## config.mk

```make
export PLATFORM = sky130hd
export DESIGN_NAME = sjis_to_euc_stream_flat
export DESIGN_NICKNAME = d
export VERILOG_FILES = /design/src/hdl/s2e_pkg.sv /design/src/hdl/s2e_src_if.sv /design/src/hdl/s2e_out_if.sv /design/src/hdl/s2e_front.sv /design/src/hdl/s2e_queue.sv /design/src/hdl/s2e_back.sv /design/src/hdl/sjis_to_euc_stream.sv /design/src/flat_wrapper.sv
export VERILOG_INCLUDE_DIRS = /design/src /design/src/hdl
export SDC_FILE = /design/constraint.sdc
export NUM_CORES = 1
export LEC_CHECK = 0
export BUFFER_PORTS_ARGS = -buffer_cell sky130_fd_sc_hd__clkbuf_2
export CORE_MARGIN = 1
export CORE_UTILIZATION = 25
export CTS_CLUSTER_SIZE = 8
export DETAILED_ROUTE_END_ITERATION = 16
export MAX_ROUTING_LAYER = met4
export SLEW_MARGIN = 5
export SYNTH_ARGS = -nofsm -noshare
export SYNTH_HDL_FRONTEND = slang
export SYNTH_SLANG_ARGS = --single-unit
```

## constraint.sdc

```tcl
create_clock -name clk -period 5.2 [get_ports clk]
set_clock_uncertainty 0.05 [all_clocks]
set_input_delay 0.52 -clock clk [delete_from_list [all_inputs] [get_ports clk]]
set_output_delay 0.52 -clock clk [all_outputs]
set_load 0.03 [all_outputs]
```

## src/hdl/sjis_to_euc_stream_macros.svh

```systemverilog
// assertion macros shared by the queue and output modules
`ifndef SJIS_TO_EUC_STREAM_MACROS_SVH
`define SJIS_TO_EUC_STREAM_MACROS_SVH

// same-cycle implication, checked outside reset
`define S2E_ASSERT_IMP(lbl, pre, post) \
  lbl: assert property (@(posedge clk) disable iff (rst) (pre) |-> (post)) \
    else $error("s2e assertion failed");

// next-cycle implication, checked outside reset
`define S2E_ASSERT_NXT(lbl, pre, post) \
  lbl: assert property (@(posedge clk) disable iff (rst) (pre) |=> (post)) \
    else $error("s2e assertion failed");

`endif

```

## src/hdl/s2e_pkg.sv

```systemverilog
package s2e_pkg;

  localparam int LIMIT_W = 16;
  localparam logic [LIMIT_W-1:0] LIMIT_RESET = 16'd256;
  localparam int QUEUE_DEPTH_DEFAULT = 2;

  // up to two output bytes produced by one source byte
  typedef struct packed {
    logic       two;
    logic [7:0] b0;
    logic       l0;
    logic [7:0] b1;
    logic       l1;
  } entry_t;

endpackage

```

## src/hdl/s2e_src_if.sv

```systemverilog
interface s2e_src_if;
  logic       valid;
  logic       ready;
  logic [7:0] src_byte;

  modport source (output valid, output src_byte, input ready);
  modport sink (input valid, input src_byte, output ready);
endinterface

```

## src/hdl/s2e_out_if.sv

```systemverilog
interface s2e_out_if;
  logic       valid;
  logic       ready;
  logic [7:0] out_byte;
  logic       last;

  modport source (output valid, output out_byte, output last, input ready);
  modport sink (input valid, input out_byte, input last, output ready);
endinterface

```

## src/hdl/s2e_front.sv

```systemverilog
module s2e_front (
  input  logic                       clk,
  input  logic                       rst,
  s2e_src_if.sink                    src,
  input  logic                       cfg_we,
  input  logic [s2e_pkg::LIMIT_W-1:0] cfg_wdata,
  input  logic                       q_full,
  output logic                       push,
  output s2e_pkg::entry_t            push_entry
);

  localparam logic [1:0] PHASE_NORMAL  = 2'd0;
  localparam logic [1:0] PHASE_DISCARD = 2'd1;

  localparam logic [7:0] KANA_PREFIX = 8'h8e;

  logic [s2e_pkg::LIMIT_W-1:0] length_limit;
  logic [7:0]                  held_lead, held_lead_next;
  logic                        lead_pending, lead_pending_next;
  logic [s2e_pkg::LIMIT_W-1:0] emitted_count, emitted_count_next;
  logic [1:0]                  phase, phase_next;

  logic [7:0]                b;
  logic                      accept;
  logic [s2e_pkg::LIMIT_W:0] sum1, sum2, lim_ext;
  logic                      is_lead, is_kana, is_ascii;
  logic                      trail_hi;
  logic [7:0]                first, second, lead_sub, trail_add;

  assign src.ready = !q_full;
  assign accept    = src.valid && src.ready;
  assign b         = src.src_byte;

  assign lim_ext = {1'b0, length_limit};
  assign sum1    = {1'b0, emitted_count} + 17'd1;
  assign sum2    = {1'b0, emitted_count} + 17'd2;

  assign is_lead  = (b >= 8'h81 && b <= 8'h9f) || b >= 8'he0;
  assign is_kana  = b >= 8'ha0 && b <= 8'hdf;
  assign is_ascii = !b[7];

  // pair arithmetic, all modulo 256
  assign trail_hi  = b >= 8'h9f;
  assign lead_sub  = (held_lead >= 8'he0) ? (trail_hi ? 8'he0 : 8'he1)
                                          : (trail_hi ? 8'h60 : 8'h61);
  assign trail_add = trail_hi ? 8'h02 : ((b >= 8'h7f) ? 8'h60 : 8'h61);
  assign first     = {held_lead[6:0], 1'b0} - lead_sub;
  assign second    = b + trail_add;

  always_comb begin
    held_lead_next     = held_lead;
    lead_pending_next  = lead_pending;
    emitted_count_next = emitted_count;
    phase_next         = phase;
    push               = 1'b0;
    push_entry         = '0;
    if (accept) begin
      if (phase != PHASE_NORMAL) begin
        if (b == 8'h00) begin
          held_lead_next     = 8'h00;
          lead_pending_next  = 1'b0;
          emitted_count_next = '0;
          phase_next         = PHASE_NORMAL;
        end
      end else if (b == 8'h00) begin
        // terminator, also when a lead byte is left without its trail
        push               = 1'b1;
        push_entry.l0      = 1'b1;
        held_lead_next     = 8'h00;
        lead_pending_next  = 1'b0;
        emitted_count_next = '0;
      end else if (lead_pending) begin
        push               = 1'b1;
        push_entry.two     = 1'b1;
        push_entry.b0      = first;
        push_entry.b1      = second;
        emitted_count_next = emitted_count + 16'd2;
        lead_pending_next  = 1'b0;
        held_lead_next     = 8'h00;
      end else if (sum2 < lim_ext) begin
        if (is_lead) begin
          held_lead_next    = b;
          lead_pending_next = 1'b1;
        end else if (is_kana) begin
          push               = 1'b1;
          push_entry.two     = 1'b1;
          push_entry.b0      = KANA_PREFIX;
          push_entry.b1      = b;
          emitted_count_next = emitted_count + 16'd2;
        end else if (is_ascii) begin
          push               = 1'b1;
          push_entry.b0      = b;
          emitted_count_next = emitted_count + 16'd1;
        end
      end else begin
        // limit reached: maybe one last ascii byte, then the terminator
        push = 1'b1;
        if (is_ascii && sum1 < lim_ext) begin
          push_entry.two     = 1'b1;
          push_entry.b0      = b;
          push_entry.l1      = 1'b1;
          emitted_count_next = emitted_count + 16'd1;
        end else begin
          push_entry.l0 = 1'b1;
        end
        phase_next = PHASE_DISCARD;
      end
    end
  end

  always_ff @(posedge clk) begin
    if (rst) begin
      length_limit  <= s2e_pkg::LIMIT_RESET;
      held_lead     <= 8'h00;
      lead_pending  <= 1'b0;
      emitted_count <= '0;
      phase         <= PHASE_NORMAL;
    end else begin
      if (cfg_we) begin
        length_limit <= cfg_wdata;
      end
      held_lead     <= held_lead_next;
      lead_pending  <= lead_pending_next;
      emitted_count <= emitted_count_next;
      phase         <= phase_next;
    end
  end

endmodule

```

## src/hdl/s2e_queue.sv

```systemverilog
`include "sjis_to_euc_stream_macros.svh"

module s2e_queue #(
  parameter int DEPTH = s2e_pkg::QUEUE_DEPTH_DEFAULT
) (
  input  logic            clk,
  input  logic            rst,
  input  logic            push,
  input  s2e_pkg::entry_t push_entry,
  output logic            full,
  output logic            q_valid,
  input  logic            q_ready,
  output s2e_pkg::entry_t q_entry
);

  localparam int PW = (DEPTH > 1) ? $clog2(DEPTH) : 1;
  localparam int CW = $clog2(DEPTH + 1);
  localparam logic [CW-1:0] DEPTH_C = CW'(DEPTH);
  localparam logic [PW-1:0] LAST_C  = PW'(DEPTH - 1);

  s2e_pkg::entry_t mem [DEPTH];
  logic [PW-1:0]   wr_ptr, rd_ptr;
  logic [CW-1:0]   cnt;
  logic            push_fire, pop_fire;

  assign full      = cnt == DEPTH_C;
  assign q_valid   = cnt != '0;
  assign q_entry   = mem[rd_ptr];
  assign push_fire = push && !full;
  assign pop_fire  = q_valid && q_ready;

  always_ff @(posedge clk) begin
    if (push_fire) begin
      mem[wr_ptr] <= push_entry;
    end
  end

  always_ff @(posedge clk) begin
    if (rst) begin
      wr_ptr <= '0;
      rd_ptr <= '0;
      cnt    <= '0;
    end else begin
      if (push_fire) begin
        wr_ptr <= (wr_ptr == LAST_C) ? '0 : wr_ptr + 1'b1;
      end
      if (pop_fire) begin
        rd_ptr <= (rd_ptr == LAST_C) ? '0 : rd_ptr + 1'b1;
      end
      if (push_fire && !pop_fire) begin
        cnt <= cnt + 1'b1;
      end else if (pop_fire && !push_fire) begin
        cnt <= cnt - 1'b1;
      end
    end
  end

  `S2E_ASSERT_IMP(a_cnt_bound, 1'b1, cnt <= DEPTH_C)
  `S2E_ASSERT_NXT(a_cnt_up, push_fire && !pop_fire, cnt == $past(cnt) + 1'b1)
  `S2E_ASSERT_NXT(a_cnt_down, pop_fire && !push_fire, cnt == $past(cnt) - 1'b1)

endmodule

```

## src/hdl/s2e_back.sv

```systemverilog
`include "sjis_to_euc_stream_macros.svh"

module s2e_back (
  input  logic            clk,
  input  logic            rst,
  input  logic            q_valid,
  output logic            q_ready,
  input  s2e_pkg::entry_t q_entry,
  s2e_out_if.source       dst
);

  s2e_pkg::entry_t cur;
  logic            valid;
  logic            sel;
  logic            fire, done;

  assign fire    = valid && dst.ready;
  assign done    = fire && (sel || !cur.two);
  assign q_ready = !valid || done;

  assign dst.valid    = valid;
  assign dst.out_byte = sel ? cur.b1 : cur.b0;
  assign dst.last     = sel ? cur.l1 : cur.l0;

  always_ff @(posedge clk) begin
    if (rst) begin
      valid <= 1'b0;
      sel   <= 1'b0;
    end else if (q_ready) begin
      valid <= q_valid;
      sel   <= 1'b0;
    end else if (fire) begin
      sel <= 1'b1;
    end
  end

  always_ff @(posedge clk) begin
    if (q_ready && q_valid) begin
      cur <= q_entry;
    end
  end

  // second byte only exists for two-byte entries
  `S2E_ASSERT_IMP(a_sel_two, valid && sel, cur.two)
  // a finished entry never lingers when the queue has more
  `S2E_ASSERT_NXT(a_reload, done && q_valid, valid && !sel)

endmodule

```

## src/hdl/sjis_to_euc_stream.sv

```systemverilog
// sjis_to_euc_stream: shift-jis byte stream in, euc-jp bytes out
// path: each converted entry is written into the queue, then loaded into the output
// register of the serialiser, from which its first result byte is offered
// throughput: one source byte per cycle while the queue has room; the output
// serialiser drains one byte per cycle while dst is ready, two-byte results byte by byte
// reset: synchronous, active high; clears the queue, count and phase, limit to 256
module sjis_to_euc_stream #(
  parameter int QUEUE_DEPTH = s2e_pkg::QUEUE_DEPTH_DEFAULT
) (
  input  logic                        clk,
  input  logic                        rst,
  s2e_src_if.sink                     src,
  s2e_out_if.source                   dst,
  input  logic                        cfg_we,
  input  logic [s2e_pkg::LIMIT_W-1:0] cfg_wdata
);

  logic            q_full;
  logic            push;
  s2e_pkg::entry_t push_entry;
  logic            q_valid;
  logic            q_ready;
  s2e_pkg::entry_t q_entry;

  s2e_front u_front (
    .clk        (clk),
    .rst        (rst),
    .src        (src),
    .cfg_we     (cfg_we),
    .cfg_wdata  (cfg_wdata),
    .q_full     (q_full),
    .push       (push),
    .push_entry (push_entry)
  );

  s2e_queue #(
    .DEPTH (QUEUE_DEPTH)
  ) u_queue (
    .clk        (clk),
    .rst        (rst),
    .push       (push),
    .push_entry (push_entry),
    .full       (q_full),
    .q_valid    (q_valid),
    .q_ready    (q_ready),
    .q_entry    (q_entry)
  );

  s2e_back u_back (
    .clk     (clk),
    .rst     (rst),
    .q_valid (q_valid),
    .q_ready (q_ready),
    .q_entry (q_entry),
    .dst     (dst)
  );

endmodule

```

## src/flat_wrapper.sv

```systemverilog
// flat-port wrapper written by rule: the top's interface ports become plain ports
module sjis_to_euc_stream_flat 
#(
  parameter int QUEUE_DEPTH = s2e_pkg::QUEUE_DEPTH_DEFAULT
)
  (clk, rst, cfg_we, cfg_wdata, src_valid, src_src_byte, src_ready, dst_valid, dst_out_byte, dst_last, dst_ready);
  s2e_src_if src_i ();
  s2e_out_if dst_i ();
  input  logic clk;
  input  logic rst;
  input  logic cfg_we;
  input  logic [s2e_pkg::LIMIT_W-1:0] cfg_wdata;
  input wire logic [$bits(src_i.valid)-1:0] src_valid;
  input wire logic [$bits(src_i.src_byte)-1:0] src_src_byte;
  output wire logic [$bits(src_i.ready)-1:0] src_ready;
  output wire logic [$bits(dst_i.valid)-1:0] dst_valid;
  output wire logic [$bits(dst_i.out_byte)-1:0] dst_out_byte;
  output wire logic [$bits(dst_i.last)-1:0] dst_last;
  input wire logic [$bits(dst_i.ready)-1:0] dst_ready;
  assign src_i.valid = src_valid;
  assign src_i.src_byte = src_src_byte;
  assign src_ready = src_i.ready;
  assign dst_valid = dst_i.valid;
  assign dst_out_byte = dst_i.out_byte;
  assign dst_last = dst_i.last;
  assign dst_i.ready = dst_ready;
  sjis_to_euc_stream #(.QUEUE_DEPTH(QUEUE_DEPTH)) u_core (.clk(clk), .rst(rst), .src(src_i), .dst(dst_i), .cfg_we(cfg_we), .cfg_wdata(cfg_wdata));
endmodule
```

; Word-level counts from Yosys, hierarchy flattened
; Memories as Yosys holds them, arrays and structs flattened. A register that Yosys moved wholly into a read port is not among the register bits.
; Index checks and enable logic that the tools add are counted.
[word_totals]
elab_cells = 138
output_inout_bits = 11
inputBits = 29
memories = 1
ramBits = 38
register_bits = 49
[classes]
magnitude_cmp = 10
eq_ne = 7
muxes = 69
n_reduce_logical = 31
n_addsub = 10
[memory_table]
columns = memory, depth, width, rd, rd_clocked_by_memory_dff, wr, line
row1 = u_core.u_queue.mem, 2, 19, 1, 1, 1, s2e_queue.sv:21  ; s2e_pkg::entry_t mem [DEPTH];
[ops]
columns = op, count
row1 = two-way mux 16 bit, 9
row2 = two-way mux 8 bit, 13
row3 = two-way mux 9 bit, 6
row4 = >= comparator 8 bit (second input constant), 5
row5 = two-way mux 19 bit, 2
row6 = less-than comparator 17 x 16 -> 1 bit, 2
row7 = two-way mux 1 bit, 30
row8 = adder 16 x 1 -> 17 bit (second input constant), 1
row9 = adder 16 x 2 -> 17 bit (second input constant), 1
row10 = adder 16 x 1 -> 16 bit (second input constant), 1
row11 = adder 16 x 2 -> 16 bit (second input constant), 1
row12 = <= comparator 8 bit (second input constant), 2
row13 = two-way mux 2 bit, 7
row14 = two-way mux 7 bit, 2
row15 = logical AND 1 bit, 10
row16 = AND reduction 5 bit, 2
row17 = adder 8 x 7 -> 8 bit, 1
row18 = >= comparator 8 x 7 -> 1 bit (second input constant), 1
row19 = zero test 8 bit, 1
row20 = subtractor 8 bit, 1
row21 = zero test 1 bit, 6
row22 = nonzero test 2 bit, 3
row23 = nonzero test 3 bit, 2
row24 = != test 5 bit (second input constant), 1
row25 = 12 further kinds, 17

; Depth between registers and ports, before layout
; Gate-level depths: netlist (run 1).
[logic_depth]
depth_word = 14
depth_mapped = 20
ltp_nobuf = 17

; By module
; Synthesis (run 1) repeated with hierarchy kept, for this count alone.
[unflattened]
cells_unflattened = 615
hier_area_um2 = 6306.0
[modules_own_cells]
columns = module, cells_each, n_inst, seq_area_each_um2, area_per_inst_um2
row1 = s2e_front, 491, 1, 840.8, 3897.5
row2 = s2e_queue, 84, 1, 1241.2, 1587.8
row3 = s2e_back, 40, 1, 610.6, 820.8

; Least setup slack after synthesis (run 1)
; Ideal clock, no wire load.
[synth_timing]
path_type = register -> register
from = register u_core.u_front.emitted_count[2] in the netlist's numbering
to = memory u_core.u_queue.mem[0][0] in the netlist's numbering, enable pin
path_buffers = 2
synth_period_minus_slack_ps = 4744
stages_incl_launch_ff = 17
t_required_ps = 4753
path_slack_ps = 456
arrival_ps = 4298
setup_ps = 397
path_cell_list = dfxtp_1 ha_1 nand3_1 nor3_1 and3_1 clkbuf_1 and3_1 clkbuf_1 and3_1 xor2_1 ha_1 nand3_1 nor4_1 a221oi_1 nand4_1 o31a_1 nor2b_1
[synth_between]
elab_chain_cells = 10
[synth_rtl]
columns = item, line
row1 = "start, declared", s2e_front.sv:20  ; logic [s2e_pkg::LIMIT_W-1:0] emitted_count, emitted_count_next;
row2 = "start signal, assigned", s2e_front.sv:124  ; emitted_count <= emitted_count_next;
row3 = adder 16 x 2 -> 17 bit, s2e_front.sv:36  ; assign sum2 = {1'b0, emitted_count} + 17'd2;
row4 = less-than comparator 17 x 16 -> 1 bit, s2e_front.sv:80  ; end else if (sum2 < lim_ext) begin
row5 = two-way mux 1 bit, s2e_front.sv:80
row6 = two-way mux 1 bit, s2e_front.sv:72  ; end else if (lead_pending) begin
row7 = two-way mux 1 bit, s2e_front.sv:65  ; end else if (b == 8'h00) begin
row8 = two-way mux 1 bit, s2e_front.sv:58  ; if (phase != PHASE_NORMAL) begin
row9 = two-way mux 1 bit, s2e_front.sv:57  ; if (accept) begin
row10 = logical AND 1 bit, s2e_queue.sv:29  ; assign push_fire = push && !full;
row11 = named net u_core.u_queue.push_fire, s2e_queue.sv:24  ; logic push_fire, pop_fire;
row12 = two-way mux 1 bit, s2e_queue.sv:33  ; if (push_fire) begin
row13 = two-way mux 1 bit (implied by the code), s2e_queue.sv:34  ; mem[wr_ptr] <= push_entry;
row14 = "end, declared", s2e_queue.sv:21
; The timed path passes the listed nets, and every way through them passes these cells.

; Worst setup path after layout (run 1)
[layout_timing]
from = register u_core.u_front.emitted_count[2] in the netlist's numbering
to = register u_core.u_front.emitted_count[2] in the netlist's numbering
[layout_between]
elab_chain_cells = 8
word_cells_on_any_way = 19
cone_classes = 4 x add/sub / 2 x order compare / 2 x eq/ne / 8 x mux / 3 x reduce/logical
[layout_rtl]
columns = item
row1 = branches (longest 8 deep; another with adder 16 x 2 -> 17 bit)
; Parallel ways; which one is timed is not known. The select of a mux whose other input is x is not followed.
; A chain may end at the register's enable or synchronous reset.

==> metrics, run 1 <==
status complete, no violations; Synth top area share between 20% and 30%; Synth cell types 57; num rows 55; synth top area cells edfxtp_1 29%, dfxtp_1 16%, ha_1 7.8%, mux2_2 5.7%, nor2_1 3.5%; IO Count 40; CTS root buffer clkbuf_16; crit path kind reg -> reg; DR pass1 iterations 5; Die Ht 156 um; Setup TNS Final 0 ps; initial antenna violation count 0; CORE AREA about 23000 um2; ys async rst share 0%; f_max roughly 210 MHz; total track usage a little under an eighth; arrival time worst endpoint just over 5000 ps; Max Slew Vio Count 0; most used cell, CP and3_1; share of layout cells above drive strength 1 a little under a fifth; TritonCTS clock tree built; final hold vios 0; CTS Buffer Depth 2; number of diodes 0; synthesized area per cell 10.0 um2; Worst Max-Slew Pin Slew about 900 ps; Crit. End Element register; Synth Flop Type edfxtp_1; design area just under 7000 um2; Placement Cell Area around 6500 um2; leakage between 2 and 3 nW; slowest CP cell dfxtp_1; Worst Path Required approximately 5400 ps; DR WL/cell between 10 and 15 um; clock sink total roughly 110; die width ~160 um; slew margin rel. roughly 40%; sequential fraction of the synthesis area around 45%; largest net degree at the start of global routing 28; DR DRC count 0; Mapped Area around 5900 um2; commonest non-fill, non-tap cell in the layout edfxtp_1; Post-Syn Instances between 500 and 600; post-route clock period utilization between 90 and 100%; clock latency on the worst-skew pair around 360 ps; #FFs+latches synth roughly 110; minimum clock period 4860 ps; Worst-path clk slew ~80 ps; fin cells approximately 950; Mapped Nets 657; number of enable flip-flop cells after synthesis 57; Routed Antenna Nets 0; Initial Utilization about 26%; worst hold path depth 3; Reg2Reg Depth 19; DIE AREA roughly 24000 um2; GRT overflow 0; Total Power ~2.6 mW; CTS Buf Count 9; max incr delay on CP ~450 ps; worst vdd ir between 150 and 200 uV; RSZ-0062 raised after global routing no; Worst Hold Class in -> reg; commonest cells after routing, fill and taps aside 57 x edfxtp_1, 55 x nor2_1, 48 x dfxtp_1; max cap viols 0; number of vias per cell approximately 4.6; crit-path cells ha_1, nand3_1, nor3_2, and3_1, and3_1, and3_1, nand2_1, xnor2_1, ha_1, nand3_1, nor4_4, o31ai_1, o211ai_1, nor3b_4, nor4_4, buf_4, buf_4, and4b_1, a221o_1; first-pass GRT wire length between 20000 and 25000 um; area grow syn2layout 15.8%; GPL Wtd Cong approximately 0.84; Placed Cells 924; WL met3 688 um; Yosys top cell by area edfxtp_1; Total Wirelength 13300 um; Final Setup Violations 0; number of global-route vias before repair around 4100; routed wl met2 slightly above 6000 um; Vias 4380; Ys Warns 0; initial DRC count around 220; Cell Pwr Density 386 nW/um2; DR top layer met4; IO Port Bufs 39; M1 WL between 6000 and 7000 um; CP Max Fanout 8; CTS H-tree depth 3; Nets just under 700; Fill cells 2380; Post-DP HPWL 9860 um; Critical Path Start Type register
## path summary, 6_finish.rpt
kind,startpoint,to,slack (ps)
setup / recovery,u_core.u_front.emitted_count[2]$_SDFFE_PP0P_,u_core.u_front.emitted_count[2]$_SDFFE_PP0P_,340
hold / removal,cfg_wdata[8],u_core.u_front.length_limit[8]$_SDFFE_PP1P_,330
setup reg to reg,u_core.u_front.emitted_count[2]$_SDFFE_PP0P_,u_core.u_front.emitted_count[2]$_SDFFE_PP0P_,340
hold reg to reg,u_core.u_front.length_limit[6]$_SDFFE_PP0P_,u_core.u_front.length_limit[6]$_SDFFE_PP0P_,450
## metrics by stage
| step | worst slack, ps | utilization (%) | hold slack, ps |
|---|---|---|---|
| after floorplan | 456 | - | 407 |
| after global placement | 183 | 28.3 | 425 |
| after detailed placement | 130 | 28.3 | 435 |
| after CTS | 88.2 | 29.7 | 315 |
| after global routing | 53.4 | 30.0 | 339 |
| final | 337 | 30.0 | 329 |
## flip-flops by register name, indices dropped and copies added, names as in the netlist
| register | flops |
|---|---|
| u_core.u_front.emitted_count | 16 |
| u_core.u_front.length_limit | 16 |
| u_core.u_front.lead_pending | 1 |
| u_core.u_queue.mem | 38 |
| u_core.u_queue.rd_ptr | 1 |
| u_core.u_front.held_lead | 8 |
| u_core.u_back.cur | 19 |
| u_core.u_queue.cnt | 2 |
| u_core.u_queue.wr_ptr | 1 |
| u_core.u_back.sel | 1 |
| u_core.u_front.phase | 1 |
| u_core.u_back.dst.valid | 1 |
## routing by layer
metal	GRT usage [%]	vias to the layer above
met2	18.4	91
met3	2.89	6
met1	15.3	2061
met4	3.45	0
met5	-	-
li1	-	2222
## kinds of logic (layout without fill, tap and decap cells)
kind of cell    after synthesis  in the layout  share of synthesized area, %
flops                       105            105                          45.1
buf+inv                      60            102                          4.12
fa+ha+maj                    38             38                          8.15
simple gates                173            173                          14.6
xor+xnor                     40             40                          5.91
mux                          48             48                          8.74
compound gates              126            126                          13.4
## worst max-delay path, delay by kind of cell, from the launching register on
kind,cells,cell delay [ps]
compound gates,3,650
xor+xnor,1,130
fa+ha+maj,2,610
buf+inv,2,330
flops,1,450
simple gates,11,2520
## power by group
part           total (mW)  switching, mW  internal [mW]
logic               0.773          0.459          0.315
registers            1.18         0.0905           1.09
clock network       0.696          0.349          0.347
## area by class of cell
class                      instances  area (um2)  share of cell area [%]
multi-input combinational        425        3040                    44.3
sequential                       105        2670                    38.9
tap                              313         392                    5.71
timing repair buffer              58         338                    4.92
clock buffer                       9         225                    3.28
inverter                          28         105                    1.53
clock inverter                     7        91.3                    1.33
## repair_timing
action	CTS	global route
setup buffers	0	5
hold buffers	0	0
resized for setup	0	7
endpoints found under the setup margin	0	26
## cells in the mapped netlist (all sizes together) (2+ instances only)
library cell,n
and4,3
nand3,16
o21a,3
a221o,2
nor3,6
a211oi,7
nand4,8
o211ai,5
o31a,3
ha,37
o21ai,28
nand2b,5
xnor2,23
edfxtp,57
mux2i,18
a21o,11
or3,6
nand2,43
nor2,55
mux2,30
and3,7
a31o,2
a21oi,39
xor2,17
o31ai,3
and2,2
nor4,6
or4,3
dfxtp,48
buf,7
nor2b,2
a31oi,15
nor3b,6
clkbuf,25
inv,27
Power figures use the tool's default switching activity.
==> run 2, diff against run 1 <==
Settings changed: GPL_TIMING_DRIVEN from default to 0.
==> metrics, run 2 (synthesized netlist as in run 1, its figures left out) <==
Worst Path Required 5280 ps (-120 ps); routed wl met2 6240 um (+0.31%); initial DRC count 196 (-9.3%); status complete, no violations; CP Max Fanout 9 (+1); RSZ-0062 raised after global routing no; Hold WS 334 ps (+4.66 ps); CTS Buffer Depth 2 (unchanged); crit-path cells ha_2, nand3_1, nor3_4, and3_1, clkbuf_1, and3_2, and3_1, xor2_1, ha_1, nand3_1, nor3_1, a221oi_1, and3_1, clkbuf_4, mux2i_4, a21oi_1, a211oi_1; DR pass1 iterations 4 (-1); DIE AREA 24300 um2 (unchanged); most used cell, CP and3_1; RR Startpoint u_core.u_front.emitted_count[2]$_SDFFE_PP0P_; DR WL/cell 14.5 um (+2.9%); TritonCTS clock tree built; Seq. cell area 2680 um2 (about the same); reg2reg end u_core.u_queue.mem[0][13]$_DFFE_PP_; arrival time worst endpoint 4890 ps (-170 ps); max incr delay on CP 410 ps (-40 ps); Initial Utilization 25.9% (unchanged); Worst Hold Class in -> reg; clock latency on the worst-skew pair 370 ps (about the same); Placed Cells 940 (+1.7%); f_max 208 MHz (+1.1%); Max Slew Vio Count 0 (unchanged); IO Count 40 (unchanged); worst vdd ir 202 uV (+9.6%); clock sink total 105 (unchanged); max reg flops 38 (unchanged); Fill cells 2398 (+0.76%); Worst-path clk slew 80 ps (about the same); IO Port Bufs 36 (-7.7%); CTS H-tree depth 3 (unchanged); GPL Wtd Cong 0.852 (+1.6%); total track usage 12.4% (+0.49 points); minimum clock period 4810 ps (-54.1 ps); Setup crit end u_core.u_queue.mem[0][13]$_DFFE_PP_; largest net degree at the start of global routing 23 (-18%); CORE AREA 22900 um2 (unchanged); area occupied by multi-input gates 3090 um2 (+1.6%); CTS root buffer clkbuf_16; max cap viols 0 (unchanged); CTS Buf Count 9 (unchanged); first-pass GRT wire length 22700 um (+4.7%); DR top layer met4; Total Wirelength 14000 um (+4.8%); Worst Max-Slew Pin Slew 833 ps (-72.5 ps); number of vias per cell 4.68 (+0.89%); number of diodes 0 (unchanged); Reg2Reg Depth 17 (-2); DR DRC count 0 (unchanged); Routed Antenna Nets 0 (unchanged); slowest CP cell dfxtp_2; GRT overflow 0 (unchanged); slew margin rel. 43.9% (+4.4 points); top flop regs u_core.u_queue.mem x38, u_core.u_back.cur x19; Vias 4503 (+2.8%); Die Ht 156 um (unchanged); FF-to-FF setup slack 390 ps (+50 ps); share of layout cells above drive strength 1 18.8% (+0.26 points); post-route clock period utilization 92.5% (-1.0 points); Largest Register u_core.u_queue.mem; area grow syn2layout 17.7%; leakage 2.71 nW (+1.2%); initial antenna violation count 0 (unchanged); Final Setup Violations 0 (unchanged); number of global-route vias before repair 4339 (+5.2%); Nets 712 (+2.6%); crit path kind reg -> reg; fin cells 963 (+1.9%); Setup crit start u_core.u_front.emitted_count[2]$_SDFFE_PP0P_; M1 WL 6920 um (+9.1%); Crit. End Element register; die width 156 um (unchanged); WL met3 612 um (-11%); commonest non-fill, non-tap cell in the layout edfxtp_1; final hold vios 0 (unchanged); Final Util 30.4% (+0.49 points); Critical Path Start Type register; Post-DP HPWL 10100 um (+2.7%); Cell Pwr Density 388 nW/um2 (+0.48%); num rows 55 (unchanged); commonest cells after routing, fill and taps aside 57 x edfxtp_1, 55 x nor2_1, 46 x dfxtp_1; hold_buf cts 0 (unchanged)
-- run 2: worst min-delay path by stage --
stage,from,to,slack [ps],cells past startpoint
after global placement,u_core.u_front.length_limit[13]$_SDFFE_PP0P_,u_core.u_front.length_limit[13]$_SDFFE_PP0P_,430,2
after CTS,cfg_wdata[3],u_core.u_front.length_limit[3]$_SDFFE_PP0P_,330,3
final,cfg_wdata[8],u_core.u_front.length_limit[8]$_SDFFE_PP1P_,330,3
after floorplan,u_core.u_front.held_lead[7]$_SDFFE_PP0P_,u_core.u_front.held_lead[7]$_SDFFE_PP0P_,410,2
after detailed placement,u_core.u_front.length_limit[4]$_SDFFE_PP0P_,u_core.u_front.length_limit[4]$_SDFFE_PP0P_,440,2
after global routing,cfg_wdata[10],u_core.u_front.length_limit[10]$_SDFFE_PP0P_,340,3
-- run 2: layout make-up --
| type | count | area share (%) |
|---|---|---|
| multi-input cells | 425 | 44.3 |
| clock buffers | 9 | 3.23 |
| plain buffers | 31 | 2.04 |
| inverters | 28 | 1.51 |
| flip-flops and latches | 105 | 38.3 |
| well taps | 313 | 5.61 |
| repair buffers | 45 | 3.66 |
| clock inverters | 7 | 1.31 |
-- run 2: repair_timing --
action                     4_1_cts  5_1_grt
buffers inserted                 5        3
setup endpoints to repair       82       97
gates resized for setup         14        7
pin swaps                        3        2
-- run 2: power by group --
part	internal (mW)	switching [mW]
Sequential	1.09	0.0611
Combinational	0.325	0.510
Clock	0.347	0.372
Total	1.76	0.943
-- run 2: layer usage --
metal  up-vias  track usage, %
met1      2139            16.0
met5         -               -
met3        16            2.56
met2        92            19.3
li1       2256               -
met4         0            3.78
-- run 2: worst max-delay path: cells and delay by family (launching register included) --
kind | cells | cell delay [ps]
and+or+nand+nor | 8 | 1720
AOI/OAI and AO/OA | 3 | 830
adders and majority gates | 2 | 530
buffers and inverters | 2 | 470
DFF | 1 | 410
muxes | 1 | 360
xor gates and xnor gates | 1 | 180
-- run 2: per-stage QoR --
| stage | cell area, um2 | setup slack (ps) | total power, mW | setup TNS, ps |
|---|---|---|---|---|
| 2_1_floorplan | 5930 | 456 | 1.75 | 0 |
| 3_3_place_gp | 6500 | -892 | 1.95 | -37920 |
| 3_5_place_dp | 6520 | -580 | 1.98 | -19730 |
| 4_1_cts | 6930 | 17.1 | 2.73 | 0 |
| 5_1_grt | 6980 | 87.9 | 2.85 | 0 |
| 6_report | 6980 | 392 | 2.71 | 0 |
